==> config.mk <==
export PLATFORM = sky130hd
export DESIGN_NAME = i2c_master_byte_engine_core
export DESIGN_NICKNAME = d
export VERILOG_FILES = /design/src/hw/rtl/i2cmbe_pkg.sv /design/src/hw/rtl/i2cmbe_in_reg.sv /design/src/hw/rtl/i2cmbe_seq.sv /design/src/hw/rtl/i2cmbe_out_reg.sv /design/src/hw/rtl/i2c_master_byte_engine_core.sv
export SDC_FILE = /design/constraint.sdc
export NUM_CORES = 1
export LEC_CHECK = 0
export BUFFER_PORTS_ARGS = -buffer_cell sky130_fd_sc_hd__clkbuf_2
export CORE_MARGIN = 2
export CORE_UTILIZATION = 51
export CTS_BUF_LIST = sky130_fd_sc_hd__clkbuf_16
export DETAILED_ROUTE_END_ITERATION = 8
export GPL_TIMING_DRIVEN = 0
export PLACE_DENSITY = 0.75
export SLEW_MARGIN = 20
export SYNTH_ARGS = -nofsm -noshare
export SYNTH_HDL_FRONTEND = slang
export SYNTH_SLANG_ARGS = --single-unit
==> constraint.sdc <==
create_clock -name clk -period 3.8 [get_ports clk]
set_clock_uncertainty 0.15 [all_clocks]
set_input_delay 0.76 -clock clk [delete_from_list [all_inputs] [get_ports clk]]
set_output_delay 0.76 -clock clk [all_outputs]
set_load 0.01 [all_outputs]
==> src/hw/rtl/i2cmbe_pkg.sv <==
// shared types and constants for the i2c master byte engine
// no dependencies; imported by every module of the block
`timescale 1ns / 1ps

package i2cmbe_pkg;

  localparam int DATA_BITS_DEF = 8;
  localparam int PHASE_W       = 8;

  typedef enum logic [2:0] {
    CMD_NONE  = 3'd0,
    CMD_START = 3'd1,
    CMD_STOP  = 3'd2,
    CMD_WRITE = 3'd3,
    CMD_READ  = 3'd4
  } cmd_t;

  typedef struct packed {
    logic scl;
    logic sda;
    logic busy;
    logic done;
  } status_t;

endpackage

==> src/hw/rtl/i2cmbe_in_reg.sv <==
// input register stage of the i2c master byte engine
// depends on i2cmbe_pkg
`timescale 1ns / 1ps

module i2cmbe_in_reg
  import i2cmbe_pkg::*;
#(
  parameter int DATA_BITS = DATA_BITS_DEF
) (
  input  logic                 clk,
  input  logic                 rst,
  input  logic                 in_valid,
  output logic                 in_stall,
  input  logic [2:0]           func,
  input  logic [DATA_BITS-1:0] byte_in,
  input  logic                 ack_after_read,
  input  logic                 sda_in,
  input  logic                 take,
  output logic                 held_valid,
  output logic [2:0]           held_func,
  output logic [DATA_BITS-1:0] held_byte,
  output logic                 held_ack,
  output logic                 held_sda
);

  assign in_stall = held_valid && !take;

  always_ff @(posedge clk) begin
    if (rst) begin
      held_valid <= 1'b0;
    end else if (!in_stall) begin
      held_valid <= in_valid;
    end
  end

  always_ff @(posedge clk) begin
    if (in_valid && !in_stall) begin
      held_func <= func;
      held_byte <= byte_in;
      held_ack  <= ack_after_read;
      held_sda  <= sda_in;
    end
  end

endmodule

==> src/hw/rtl/i2cmbe_seq.sv <==
// phase sequencer of the i2c master byte engine: bus state and one tick of logic
// depends on i2cmbe_pkg
`timescale 1ns / 1ps

module i2cmbe_seq
  import i2cmbe_pkg::*;
#(
  parameter int DATA_BITS = DATA_BITS_DEF
) (
  input  logic                 clk,
  input  logic                 rst,
  input  logic                 cfg_wr_en,
  input  logic [PHASE_W-1:0]   cfg_wr_data,
  input  logic                 step_en,
  input  logic [2:0]           func,
  input  logic [DATA_BITS-1:0] byte_in,
  input  logic                 ack_after_read,
  input  logic                 sda_in,
  output status_t              status_next,
  output logic [DATA_BITS-1:0] read_byte_next
);

  localparam int SEQ_LEN = DATA_BITS * 4 + 4;
  localparam int STEP_W  = $clog2(SEQ_LEN + 1);
  localparam logic [STEP_W-1:0] LEN_START = STEP_W'(2);
  localparam logic [STEP_W-1:0] LEN_STOP  = STEP_W'(3);
  localparam logic [STEP_W-1:0] LEN_BYTE  = STEP_W'(SEQ_LEN);
  localparam logic [STEP_W-3:0] ACK_BIT   = (STEP_W-2)'(DATA_BITS);

  typedef struct packed {
    logic [DATA_BITS-1:0] sr;
    logic                 scl;
    logic                 sda;
  } phase_t;

  logic [PHASE_W-1:0]   phase_ticks;
  cmd_t                 cmd, cmd_next;
  logic [PHASE_W-1:0]   timer, timer_next;
  logic [STEP_W-1:0]    step, step_next;
  logic                 ack, ack_next;
  phase_t               bus, bus_next;
  logic [DATA_BITS-1:0] read_result, read_result_next;
  logic                 done;
  logic [PHASE_W-1:0]   plen;
  logic [PHASE_W-1:0]   timer_inc;
  logic [STEP_W-1:0]    step_inc;
  logic [STEP_W-1:0]    seq_len;
  phase_t               start_bus;

  function automatic phase_t do_phase(cmd_t c, logic [STEP_W-1:0] s, phase_t cur,
                                      logic a, logic d);
    phase_t             r;
    logic               ackbit;
    logic [1:0]         q;
    r      = cur;
    q      = s[1:0];
    ackbit = s[STEP_W-1:2] >= ACK_BIT;
    case (c)
      CMD_START: begin
        if (s == '0) r.sda = 1'b0;
        else         r.scl = 1'b0;
      end
      CMD_STOP: begin
        if (s == '0)                  r.sda = 1'b0;
        else if (s == STEP_W'(1))     r.scl = 1'b1;
        else                          r.sda = 1'b1;
      end
      default: begin
        case (q)
          2'd0: begin
            if (c == CMD_WRITE) begin
              r.sda = ackbit ? 1'b1 : cur.sr[DATA_BITS-1];
            end else if (ackbit) begin
              r.sda = !a;
            end else begin
              r.sda = 1'b1;
              r.sr  = {cur.sr[DATA_BITS-2:0], 1'b0};
            end
          end
          2'd1: r.scl = 1'b1;
          2'd2: begin
            if (c == CMD_READ && !ackbit) r.sr = {cur.sr[DATA_BITS-1:1], d};
          end
          default: begin
            r.scl = 1'b0;
            if (c == CMD_WRITE && !ackbit) r.sr = {cur.sr[DATA_BITS-2:0], 1'b0};
          end
        endcase
      end
    endcase
    return r;
  endfunction

  always_ff @(posedge clk) begin
    if (rst) begin
      phase_ticks <= PHASE_W'(1);
    end else if (cfg_wr_en) begin
      phase_ticks <= cfg_wr_data;
    end
  end

  // zero phase length behaves as one
  assign plen      = (phase_ticks == '0) ? PHASE_W'(1) : phase_ticks;
  assign timer_inc = timer + PHASE_W'(1);
  assign step_inc  = step + STEP_W'(1);

  always_comb begin
    unique case (cmd)
      CMD_START: seq_len = LEN_START;
      CMD_STOP:  seq_len = LEN_STOP;
      default:   seq_len = LEN_BYTE;
    endcase
  end

  always_comb begin
    start_bus     = bus;
    start_bus.sr  = (func == CMD_WRITE) ? byte_in : '0;

    cmd_next         = cmd;
    timer_next       = timer;
    step_next        = step;
    ack_next         = ack;
    bus_next         = bus;
    read_result_next = read_result;
    done             = 1'b0;

    if (cmd == CMD_NONE) begin
      // commands 5 to 7 are treated as no command
      if (func >= CMD_START && func <= CMD_READ) begin
        cmd_next   = cmd_t'(func);
        timer_next = '0;
        step_next  = '0;
        ack_next   = ack_after_read;
        bus_next   = do_phase(cmd_t'(func), '0, start_bus, ack_after_read, sda_in);
      end
    end else if (timer_inc >= plen) begin
      timer_next = '0;
      if (step_inc >= seq_len) begin
        if (cmd == CMD_READ) read_result_next = bus.sr;
        cmd_next  = CMD_NONE;
        step_next = '0;
        done      = 1'b1;
      end else begin
        step_next = step_inc;
        bus_next  = do_phase(cmd, step_inc, bus, ack, sda_in);
      end
    end else begin
      timer_next = timer_inc;
    end
  end

  always_ff @(posedge clk) begin
    if (rst) begin
      cmd         <= CMD_NONE;
      timer       <= '0;
      step        <= '0;
      ack         <= 1'b0;
      bus.sr      <= '0;
      bus.scl     <= 1'b1;
      bus.sda     <= 1'b1;
      read_result <= '0;
    end else if (step_en) begin
      cmd         <= cmd_next;
      timer       <= timer_next;
      step        <= step_next;
      ack         <= ack_next;
      bus         <= bus_next;
      read_result <= read_result_next;
    end
  end

  assign status_next.scl  = bus_next.scl;
  assign status_next.sda  = bus_next.sda;
  assign status_next.busy = cmd_next != CMD_NONE;
  assign status_next.done = done;
  assign read_byte_next   = read_result_next;

endmodule

==> src/hw/rtl/i2cmbe_out_reg.sv <==
// result register of the i2c master byte engine
// depends on i2cmbe_pkg
`timescale 1ns / 1ps

module i2cmbe_out_reg
  import i2cmbe_pkg::*;
#(
  parameter int DATA_BITS = DATA_BITS_DEF
) (
  input  logic                 clk,
  input  logic                 rst,
  input  logic                 load,
  input  status_t              status_next,
  input  logic [DATA_BITS-1:0] read_byte_next,
  output logic                 out_valid,
  input  logic                 out_stall,
  output logic                 scl_level,
  output logic                 sda_level,
  output logic                 busy_res,
  output logic                 done_res,
  output logic [DATA_BITS-1:0] read_byte
);

  status_t status;

  always_ff @(posedge clk) begin
    if (rst) begin
      out_valid <= 1'b0;
    end else if (load) begin
      out_valid <= 1'b1;
    end else if (!out_stall) begin
      out_valid <= 1'b0;
    end
  end

  always_ff @(posedge clk) begin
    if (load) begin
      status    <= status_next;
      read_byte <= read_byte_next;
    end
  end

  assign scl_level = status.scl;
  assign sda_level = status.sda;
  assign busy_res  = status.busy;
  assign done_res  = status.done;

endmodule

==> src/hw/rtl/i2c_master_byte_engine_core.sv <==
// i2c master byte engine: an accepted tick request passes through the input register,
// then one pass of sequencer logic into the result register
// throughput one request per cycle, one result per request; the input stage stalls
// only while a result is held back by out_stall
// synchronous active-high reset: bus lines released, engine idle, phase length 1
// depends on i2cmbe_pkg, i2cmbe_in_reg, i2cmbe_seq, i2cmbe_out_reg
`timescale 1ns / 1ps

module i2c_master_byte_engine_core
  import i2cmbe_pkg::*;
#(
  parameter int DATA_BITS = DATA_BITS_DEF
) (
  input  logic                 clk,
  input  logic                 rst,
  // configuration: ticks per quarter-bit phase
  input  logic                 cfg_wr_en,
  input  logic [PHASE_W-1:0]   cfg_wr_data,
  // tick request channel
  input  logic                 in_valid,
  output logic                 in_stall,
  input  logic [2:0]           func,
  input  logic [DATA_BITS-1:0] byte_in,
  input  logic                 ack_after_read,
  input  logic                 sda_in,
  // result channel
  output logic                 out_valid,
  input  logic                 out_stall,
  output logic                 scl_level,
  output logic                 sda_level,
  output logic                 busy_res,
  output logic                 done_res,
  output logic [DATA_BITS-1:0] read_byte
);

  // held request from the input stage
  logic                 held_valid;
  logic [2:0]           held_func;
  logic [DATA_BITS-1:0] held_byte;
  logic                 held_ack;
  logic                 held_sda;

  // next result from the sequencer
  status_t              status_next;
  logic [DATA_BITS-1:0] read_byte_next;

  // a held request advances when the result slot is free or being emptied;
  // the sequencer state steps on exactly those cycles
  logic                 advance;

  assign advance = held_valid && (!out_valid || !out_stall);

  i2cmbe_in_reg #(
    .DATA_BITS(DATA_BITS)
  ) u_in_reg (
    .clk           (clk),
    .rst           (rst),
    .in_valid      (in_valid),
    .in_stall      (in_stall),
    .func          (func),
    .byte_in       (byte_in),
    .ack_after_read(ack_after_read),
    .sda_in        (sda_in),
    .take          (advance),
    .held_valid    (held_valid),
    .held_func     (held_func),
    .held_byte     (held_byte),
    .held_ack      (held_ack),
    .held_sda      (held_sda)
  );

  // one tick of bus sequencing: start, stop, write byte or read byte phases
  i2cmbe_seq #(
    .DATA_BITS(DATA_BITS)
  ) u_seq (
    .clk           (clk),
    .rst           (rst),
    .cfg_wr_en     (cfg_wr_en),
    .cfg_wr_data   (cfg_wr_data),
    .step_en       (advance),
    .func          (held_func),
    .byte_in       (held_byte),
    .ack_after_read(held_ack),
    .sda_in        (held_sda),
    .status_next   (status_next),
    .read_byte_next(read_byte_next)
  );

  // result register parts the sequencer from the downstream stall
  i2cmbe_out_reg #(
    .DATA_BITS(DATA_BITS)
  ) u_out_reg (
    .clk           (clk),
    .rst           (rst),
    .load          (advance),
    .status_next   (status_next),
    .read_byte_next(read_byte_next),
    .out_valid     (out_valid),
    .out_stall     (out_stall),
    .scl_level     (scl_level),
    .sda_level     (sda_level),
    .busy_res      (busy_res),
    .done_res      (done_res),
    .read_byte     (read_byte)
  );

endmodule

* Word level (Yosys, flattened, before mapping)
Index checks and enable logic that the tools add are counted.
** Word-level totals
- Register bits after elaboration :: 71
- Output and inout port bits :: 14
- Input bits :: 26
** Cells by class
- Reductions and logical operators :: 30
- Add/sub/neg operators :: 2
- Muxes and demuxes :: 47
- Magnitude comparators :: 5
- Equality and inequality tests :: 19
- Bitwise operators :: 1
** Operators with widths (count)
- $mux W8 :: 15
- $mux W10 :: 4
- $mux W6 :: 4
- $pmux W8 S3 :: 1
- $reduce_and A10 Y1 :: 2
- $mux W1 :: 16
- $eq A3 B2 Y1 const B :: 4
- $mux W3 :: 4
- $pmux W6 S2 :: 1
- $ne A2 B1 Y1 const B :: 5
- $add A8 B1 Y8 const B :: 1
- $ge A8 B8 Y1 :: 1
- $logic_not A8 Y1 :: 1
- $reduce_or A2 Y1 :: 4
- $add A6 B1 Y6 const B :: 1
- $eq A3 B1 Y1 const B :: 2
- $eq A6 B1 Y1 const B :: 1
- $ge A6 B6 Y1 :: 1
- $logic_and A1 B1 Y1 :: 6
- $logic_not A1 Y1 :: 6
- $logic_not A6 Y1 :: 1
- $ne A3 B2 Y1 const B :: 2
- $reduce_and A3 Y1 :: 2
- $reduce_bool A3 Y1 :: 2
- other kinds (17) :: 17

* Depth between registers and ports, before layout
Gate-level depths: netlist (run 1).
- Depth in word-level cells :: 10
- Mapped depth :: 14

* Cells and area by module
Synthesis (run 1) repeated with hierarchy kept, for this count alone.
** Unflattened totals
- Cell total of the unflattened synthesis :: 383
- Area total of the unflattened synthesis :: 3853.7 µm²
** Modules (own cells, without submodules)
- i2cmbe_seq :: instances 1, cells each 350, area an instance 3012.9 µm²
- i2cmbe_in_reg :: instances 1, cells each 17, area an instance 440.4 µm²
- i2cmbe_out_reg :: instances 1, cells each 15, area an instance 389.1 µm²
- i2c_master_byte_engine_core :: instances 1, cells each 1, area an instance 11.3 µm²

* Worst setup path before layout (run 1)
Ideal clock, no wire load.
- Path type :: register to register
- Start :: register u_seq.timer[0]
- End :: register u_out_reg.read_byte[0] (data pin)
- Path slack :: 621 ps
- Clock period less this slack :: 3179 ps
- Arrival :: 2769 ps
- Buffers on the path :: 1
- Stages on the path, launching flop included :: 11
- Library setup time :: 260 ps
- Cells stage by stage :: dfxtp_1 and3_1 and3_1 nand3_1 xnor2_1 ha_1 nand4_1 o31ai_1 clkbuf_1 nand4_1 mux2_2
** Between the ends
- Word-level cells in the longest chain between the ends :: 4
** RTL lines
- start, declared :: RTL line i2cmbe_seq.sv:38 : logic [PHASE_W-1:0] timer, timer_next;
- start signal, assigned :: RTL line i2cmbe_seq.sv:164 : timer <= timer_next;
- $add A8 B1 Y8 :: RTL line i2cmbe_seq.sv:104 : assign timer_inc = timer + PHASE_W'(1);
- $ge A8 B8 Y1 :: RTL line i2cmbe_seq.sv:136 : end else if (timer_inc >= plen) begin
- $mux W8 :: RTL line i2cmbe_seq.sv:136
- $mux W8 :: RTL line i2cmbe_seq.sv:127 : if (cmd == CMD_NONE) begin
- net read_byte_next[0] :: RTL line i2c_master_byte_engine_core.sv:45 : logic [DATA_BITS-1:0] read_byte_next;
- end signal, assigned :: RTL line i2cmbe_out_reg.sv:39 : read_byte <= read_byte_next;
- end, declared :: RTL line i2cmbe_out_reg.sv:21 : output logic [DATA_BITS-1:0] read_byte
The timed path passes the listed nets, and every way through them passes these cells.
A chain may end at the register's enable or synchronous reset.

* Final worst setup path (run 1)
Same ends and word-level chain as after synthesis.

==> results.yml, run 1 <==
cells_and_area:
  multi_input_area_mm2: 0.00190
  drive_gt1_frac: 0.207
  layout_commonest_cell: "dfxtp_1"
  finalNonFillerCells: 519
  syn2layout_area_growth_pct: 17.0
  nFillCells: 620
  seq_area_mm2: 0.00167
  antenna_cells: 0
  layout.nets: 457
  final_cell_mix: "46 x dfxtp_1, 40 x nor2_1, 38 x clkbuf_2, 28 x nand2_1, 25 x edfxtp_1"
timing:
  rsz0062_at_grt: "no"
  tns_ns: 0
  worst_pin_slew_ns: 1.03
  hold_ws_ns: 0.333
  fin_crit_sh: 0.941
  finalCriticalPeriod_ns: 3.57
  final_hold_viol_count: 0
  setup_violations: 0
  relSlewSlack: 0.310
  max_clock_freq_ghz: 0.280
  slew_viol_final: 0
  setup_ws_ns: 0.226
synthesis:
  async_flop_share: 0
  netlist_instances: 366
  yosysSeqAreaShare: 0.443
  synth_ff_type: "dfxtp_1"
  synth-edff-count: 25
  ys_warn_count: 0
  ys_seq_elements: 71
  synth_area_mm2: 0.00377
  yosys.area.top_type_share: 0.244
  synth_area_leaders: "dfxtp_1 24%, edfxtp_1 20%, ha_1 5.3%"
  synth.distinct_cells: 63
  synth_nets: 408
  syn_avg_cell_area_um2: 10.3
  synth_top_area_cell: "dfxtp_1"
setup_path:
  worstSetupPathType: "flop to flop"
  r2r-start: "u_seq.timer[0]"
  crit_path_start_kind: "flop"
  cp-end-kind: "flop"
  crit_required_ns: 3.73
  r2r_cells: 11
  crit_cells: 11
  critical_path.max_fanout: 10
  r2r_slack_ns: 0.23
  cpLargestDelayFamily: "simple AND/OR/NAND/NOR gates"
  crit_end: "u_out_reg.read_byte[0]"
  cp.arrival_ns: 3.51
  path_buf_inv: 2
  slowest_delay_ns: 0.48
  cp_slowest_cell: "o31ai_1"
  startpoint: "u_seq.timer[0]"
  path_cells: "and3_1 > and3_1 > nand3_1 > xnor2_1 > ha_1 > nand4_1 > o31ai_1 > clkbuf_1 > nand4_1 > buf_4 > mux2_2"
  reg2reg_to: "u_out_reg.read_byte[0]"
place:
  place_congestion: 0.899
  pre_cts_ws_ns: 0.000726
  dp_cells: 502
  numPortBuffers: 37
  place.detailed.hpwl_mm: 5.84
pwr:
  pwr-share-seq: 0.437
  pwr-share-comb: 0.095
  power.share.switching: 0.237
  p_leak_nw: 1.78
  power.net_switching_uw: 455
  clockPowerShare: 0.468
  internal_power_mw: 1.46
  p_per_area_mw_per_mm2: 435
  finalPower_mw: 1.92
  ir_drop_mv: 0.369
global_routing:
  grt_max_degree: 18
  grt_pass1_vias: 2902
  antenna_found_initial: 0
  grt_overflow: 0
  grt_pass1_wl_mm: 13.8
  track_usage: 0.212
min_path:
  hold_path.class: "flop to flop"
floorplanning:
  start_util: 0.523
  core.rowCount: 31
  core_area_mm2: 0.00721
  die-area_mm2: 0.00810
  die_w_um: 90.0
  die_h_um: 90.0
  ios: 40
routing:
  vias: 2951
  post_drt_via_cell_ratio: 5.69
  firstDrtPassIters: 4
  drt_wl_total_mm: 8.22
  wl_per_cell_um: 15.8
  drc_errors: 0
  drtAntennaViolNets: 0
  drt_iter0_drc: 276
clock_network:
  cts_max_level: 3
  cts_buffers: 9
  cts_buffer_depth: 2
  clk_transition_reported_paths_ns: 0.06
  cts_tree: "done"
  clockRootBuffer: "clkbuf_16"
  ctsResizeCount: 0
  clock-sinks: 71
  clkLatencyLatePin_ns: 0.33
run:
  max_cap_violations: 0
run_status:
  outcome: "complete, no violations"
per-layer routing:
layer  vias up  wire length [um]  track usage
met5         -                 0            0
met2        79              3870        0.341
met1      1391              3810        0.286
met3        12               398       0.0310
li1       1469                 -            -
met4         0               147       0.0962
cell type report:
| cell class | instances | share of cell area |
|---|---|---|
| inverters | 14 | 0.0119 |
| plain buffers | 19 | 0.0323 |
| well taps | 99 | 0.0281 |
| clock inverters | 7 | 0.0221 |
| clock buffers | 9 | 0.0511 |
| multi-input cells | 262 | 0.432 |
| flip-flops and latches | 71 | 0.379 |
| repair buffers | 38 | 0.0437 |
Yosys cell counts, drive strengths merged, types with 2 or more instances:
cell type	n
dfxtp	46
nor2	40
nand2	28
edfxtp	25
a21oi	22
mux2i	18
ha	16
inv	14
o21ai	14
a311oi	12
buf	11
a22oi	8
mux2	8
xor2	8
clkbuf	7
nand2b	7
nand3b	7
and3	6
nand3	6
o31ai	6
or3	5
nand4	4
o21a	4
xnor2	4
a211oi	3
nor2b	3
nor3	3
a221o	2
a41o	2
and2	2
nor3b	2
nor4	2
o211ai	2
o22a	2
cell families after synthesis:
| kind of cell | count (synthesis) | share of synthesized area |
|---|---|---|
| AO/OA/AOI/OAI | 91 | 0.190 |
| XOR/XNOR | 12 | 0.0279 |
| adder cells (fa/ha/maj) | 16 | 0.0531 |
| buffers and inverters | 33 | 0.0518 |
| flip-flops | 71 | 0.443 |
| multiplexers | 26 | 0.0717 |
| AND/OR/NAND/NOR | 117 | 0.163 |
how the worst min path moves through the flow:
| stage | start | endpoint | slack, ns | cells past startpoint |
|---|---|---|---|---|
| 2_1_floorplan | u_seq.step[5] | u_seq.step[5] | 0.30 | 2 |
| 3_3_place_gp | u_in_reg.held_ack | u_seq.ack | 0.31 | 2 |
| 3_5_place_dp | u_in_reg.held_ack | u_seq.ack | 0.32 | 2 |
| 4_1_cts | u_seq.step[5] | u_seq.step[5] | 0.33 | 2 |
| 5_1_grt | u_seq.step[5] | u_seq.step[5] | 0.36 | 2 |
| 6_report | u_seq.step[5] | u_seq.step[5] | 0.33 | 2 |
worst min-delay path, delay by kind of cell, from the launching register on:
kind,cells,cell delay (ns)
AOI/OAI and AO/OA,1,0.05
DFF,1,0.32
and+or+nand+nor,1,0.06
flip-flops by register name (all words and copies together), names as in the netlist:
register	cells
u_seq.bus	10
u_in_reg.held_byte	8
u_out_reg.read_byte	8
u_seq.phase_ticks	8
u_seq.read_result	8
u_seq.timer	8
u_seq.step	6
u_in_reg.held_func	3
u_seq.cmd	3
u_in_reg.held_ack	1
u_in_reg.held_sda	1
u_in_reg.held_valid	1
u_out_reg.busy_res	1
u_out_reg.done_res	1
u_out_reg.out_valid	1
u_out_reg.scl_level	1
u_out_reg.sda_level	1
u_seq.ack	1
power groups by stage:
stage / logic [mW] / registers (mW) / clock network [mW]
floorplan: 0.126 / 0.850 / 0
global placement: 0.175 / 0.852 / 0
detailed placement: 0.180 / 0.854 / 0
CTS: 0.182 / 0.838 / 0.907
global route: 0.202 / 0.841 / 0.940
finish: 0.183 / 0.838 / 0.897
through the flow:
stage                util  area (um2)
floorplan               -        3770
finish              0.611        4410
CTS                 0.611        4410
detailed placement  0.565        4080
global placement    0.565        4080
global route        0.611        4410
timing repair:
action,in CTS,in global routing
setup buffers,1,0
setup endpoints to repair,8,0
hold buffers,0,0
No activity file was read; power rests on OpenSTA's default activity.
==> run 2, diff against run 1 <==
--- a/config.mk
+++ b/config.mk
@@ -6,7 +6,7 @@
 export NUM_CORES = 1
 export LEC_CHECK = 0
 export BUFFER_PORTS_ARGS = -buffer_cell sky130_fd_sc_hd__clkbuf_2
-export CORE_MARGIN = 2
+export CORE_MARGIN = 4
 export CORE_UTILIZATION = 51
 export CTS_BUF_LIST = sky130_fd_sc_hd__clkbuf_16
 export DETAILED_ROUTE_END_ITERATION = 8
==> results.yml, run 2 (synthesized netlist as in run 1, its figures left out) <==
run_status:
  outcome: "complete, no violations"
pwr:
  finalPower_mw: 1.98
  p_per_area_mw_per_mm2: 446
  ir_drop_mv: 0.289
  p_leak_nw: 1.79
floorplanning:
  die_w_um: 94.0
  core_area_mm2: 0.00721
  ios: 40
  die-area_mm2: 0.00883
  start_util: 0.523
  die_h_um: 94.0
  core.rowCount: 31
routing:
  drtAntennaViolNets: 0
  firstDrtPassIters: 4
  wl_per_cell_um: 15.2
  vias: 2898
  post_drt_via_cell_ratio: 5.58
  drt_wl_total_mm: 7.89
  drc_errors: 0
  drt_iter0_drc: 203
timing:
  relSlewSlack: 0.331
  final_hold_viol_count: 0
  rsz0062_at_grt: "no"
  max_clock_freq_ghz: 0.284
  slew_viol_final: 0
  finalCriticalPeriod_ns: 3.52
  fin_crit_sh: 0.926
  worst_pin_slew_ns: 1.00
  tns_ns: 0
  setup_violations: 0
cells_and_area:
  nFillCells: 619
  final_cell_mix: "46 x dfxtp_1, 40 x nor2_1, 38 x clkbuf_2, 28 x nand2_1, 25 x edfxtp_1"
  top_register: "u_seq.bus"
  layout.nets: 457
  largest_reg_flops: 10
  syn2layout_area_growth_pct: 17.6
  layout_commonest_cell: "dfxtp_1"
  finalNonFillerCells: 519
  final_area_mm2: 0.00443
  antenna_cells: 0
  drive_gt1_frac: 0.210
  final_util: 0.614
  multi_input_area_mm2: 0.00190
  seq_area_mm2: 0.00167
min_path:
  hold_path.class: "flop to flop"
  hold_start: "u_in_reg.held_ack"
clock_network:
  cts_max_level: 3
  ctsResizeCount: 0
  cts_tree: "done"
  clockRootBuffer: "clkbuf_16"
  clkLatencyLatePin_ns: 0.33
  clk_transition_reported_paths_ns: 0.06
  clock-sinks: 71
  cts_buffers: 9
  cts_buffer_depth: 2
  cts_hold_buffers: 0
setup_path:
  critical_path.max_fanout: 10
  r2r-start: "u_seq.timer[0]"
  crit_required_ns: 3.73
  crit_path_start_kind: "flop"
  cp-end-kind: "flop"
  cp.arrival_ns: 3.45
  startpoint: "u_seq.timer[0]"
  worstSetupPathType: "flop to flop"
global_routing:
  grt_pass1_vias: 2834
  grt_pass1_wl_mm: 13.6
  grt_max_degree: 18
  antenna_found_initial: 0
  track_usage: 0.194
  grt_overflow: 0
run:
  max_cap_violations: 0
place:
  dp_cells: 502
  place.detailed.hpwl_mm: 5.67
  numPortBuffers: 37
  placed_area_mm2: 0.00408
  place_congestion: 0.857
-- run 2: changes by cell type in the layout (fill, tap and decap cells not counted) --
cell | before | now
inv_6 | 0 | 2
inv_8 | 0 | 1
clkinv_4 | 3 | 0
clkbuf_16 | 9 | 10
clkinv_1 | 1 | 0
-- run 2: path summary, 6_finish.rpt --
check	end	slack [ns]	cells past startpoint
hold reg to reg	u_seq.ack	0.32	2
setup / recovery	u_out_reg.read_byte[7]	0.28	11
hold / removal	u_seq.ack	0.32	2
setup reg to reg	u_out_reg.read_byte[7]	0.28	11
-- run 2: routing by layer --
| layer | up-vias | share of wire | track usage |
|---|---|---|---|
| met3 | 11 | 0.067 | 0.0505 |
| met4 | 0 | 0.013 | 0.0602 |
| li1 | 1463 | - | - |
| met5 | - | 0 | 0 |
| met2 | 81 | 0.46 | 0.302 |
| met1 | 1343 | 0.46 | 0.264 |
-- run 2: stage by stage --
stage / setup WS, ns / hold WS (ns)
3_5_place_dp: 0.0158 / 0.318
5_1_grt: 0.0144 / 0.352
2_1_floorplan: 0.621 / 0.299
4_1_cts: 0.00433 / 0.331
3_3_place_gp: 0.0639 / 0.313
6_report: 0.280 / 0.325
-- run 2: area by class of cell --
type,instances,area share
Tap cell,99,0.0279
Inverter,14,0.0119
Multi-Input combinational cell,262,0.429
Timing Repair Buffer,38,0.0435
Clock buffer,10,0.0564
Buffer,19,0.0322
Sequential cell,71,0.377
Clock inverter,6,0.0217
-- run 2: power breakdown --
part	total, mW	internal, mW	switching, mW	leakage, nW
clock	0.960	0.624	0.337	0.167
sequential	0.837	0.817	0.0208	0.616
combinational	0.179	0.0717	0.108	1.01
total	1.98	1.51	0.465	1.79
-- run 2: what timing repair did --
item | CTS | global route
endpoints found under the setup margin | 1 | 8
setup buffers | 0 | 1
pin swaps | 1 | 1
-- run 2: worst max-delay path, cell delays in order (launching register included) --
cell and delay, ns:
dfxtp_1 0.40, and3_1 0.25, and3_1 0.27, nand3_1 0.14, xnor2_1 0.16, ha_1 0.32, nand4_1 0.14, o31ai_1 0.43
clkbuf_1 0.39, nand4_1 0.14, buf_4 0.20, mux2_2 0.28
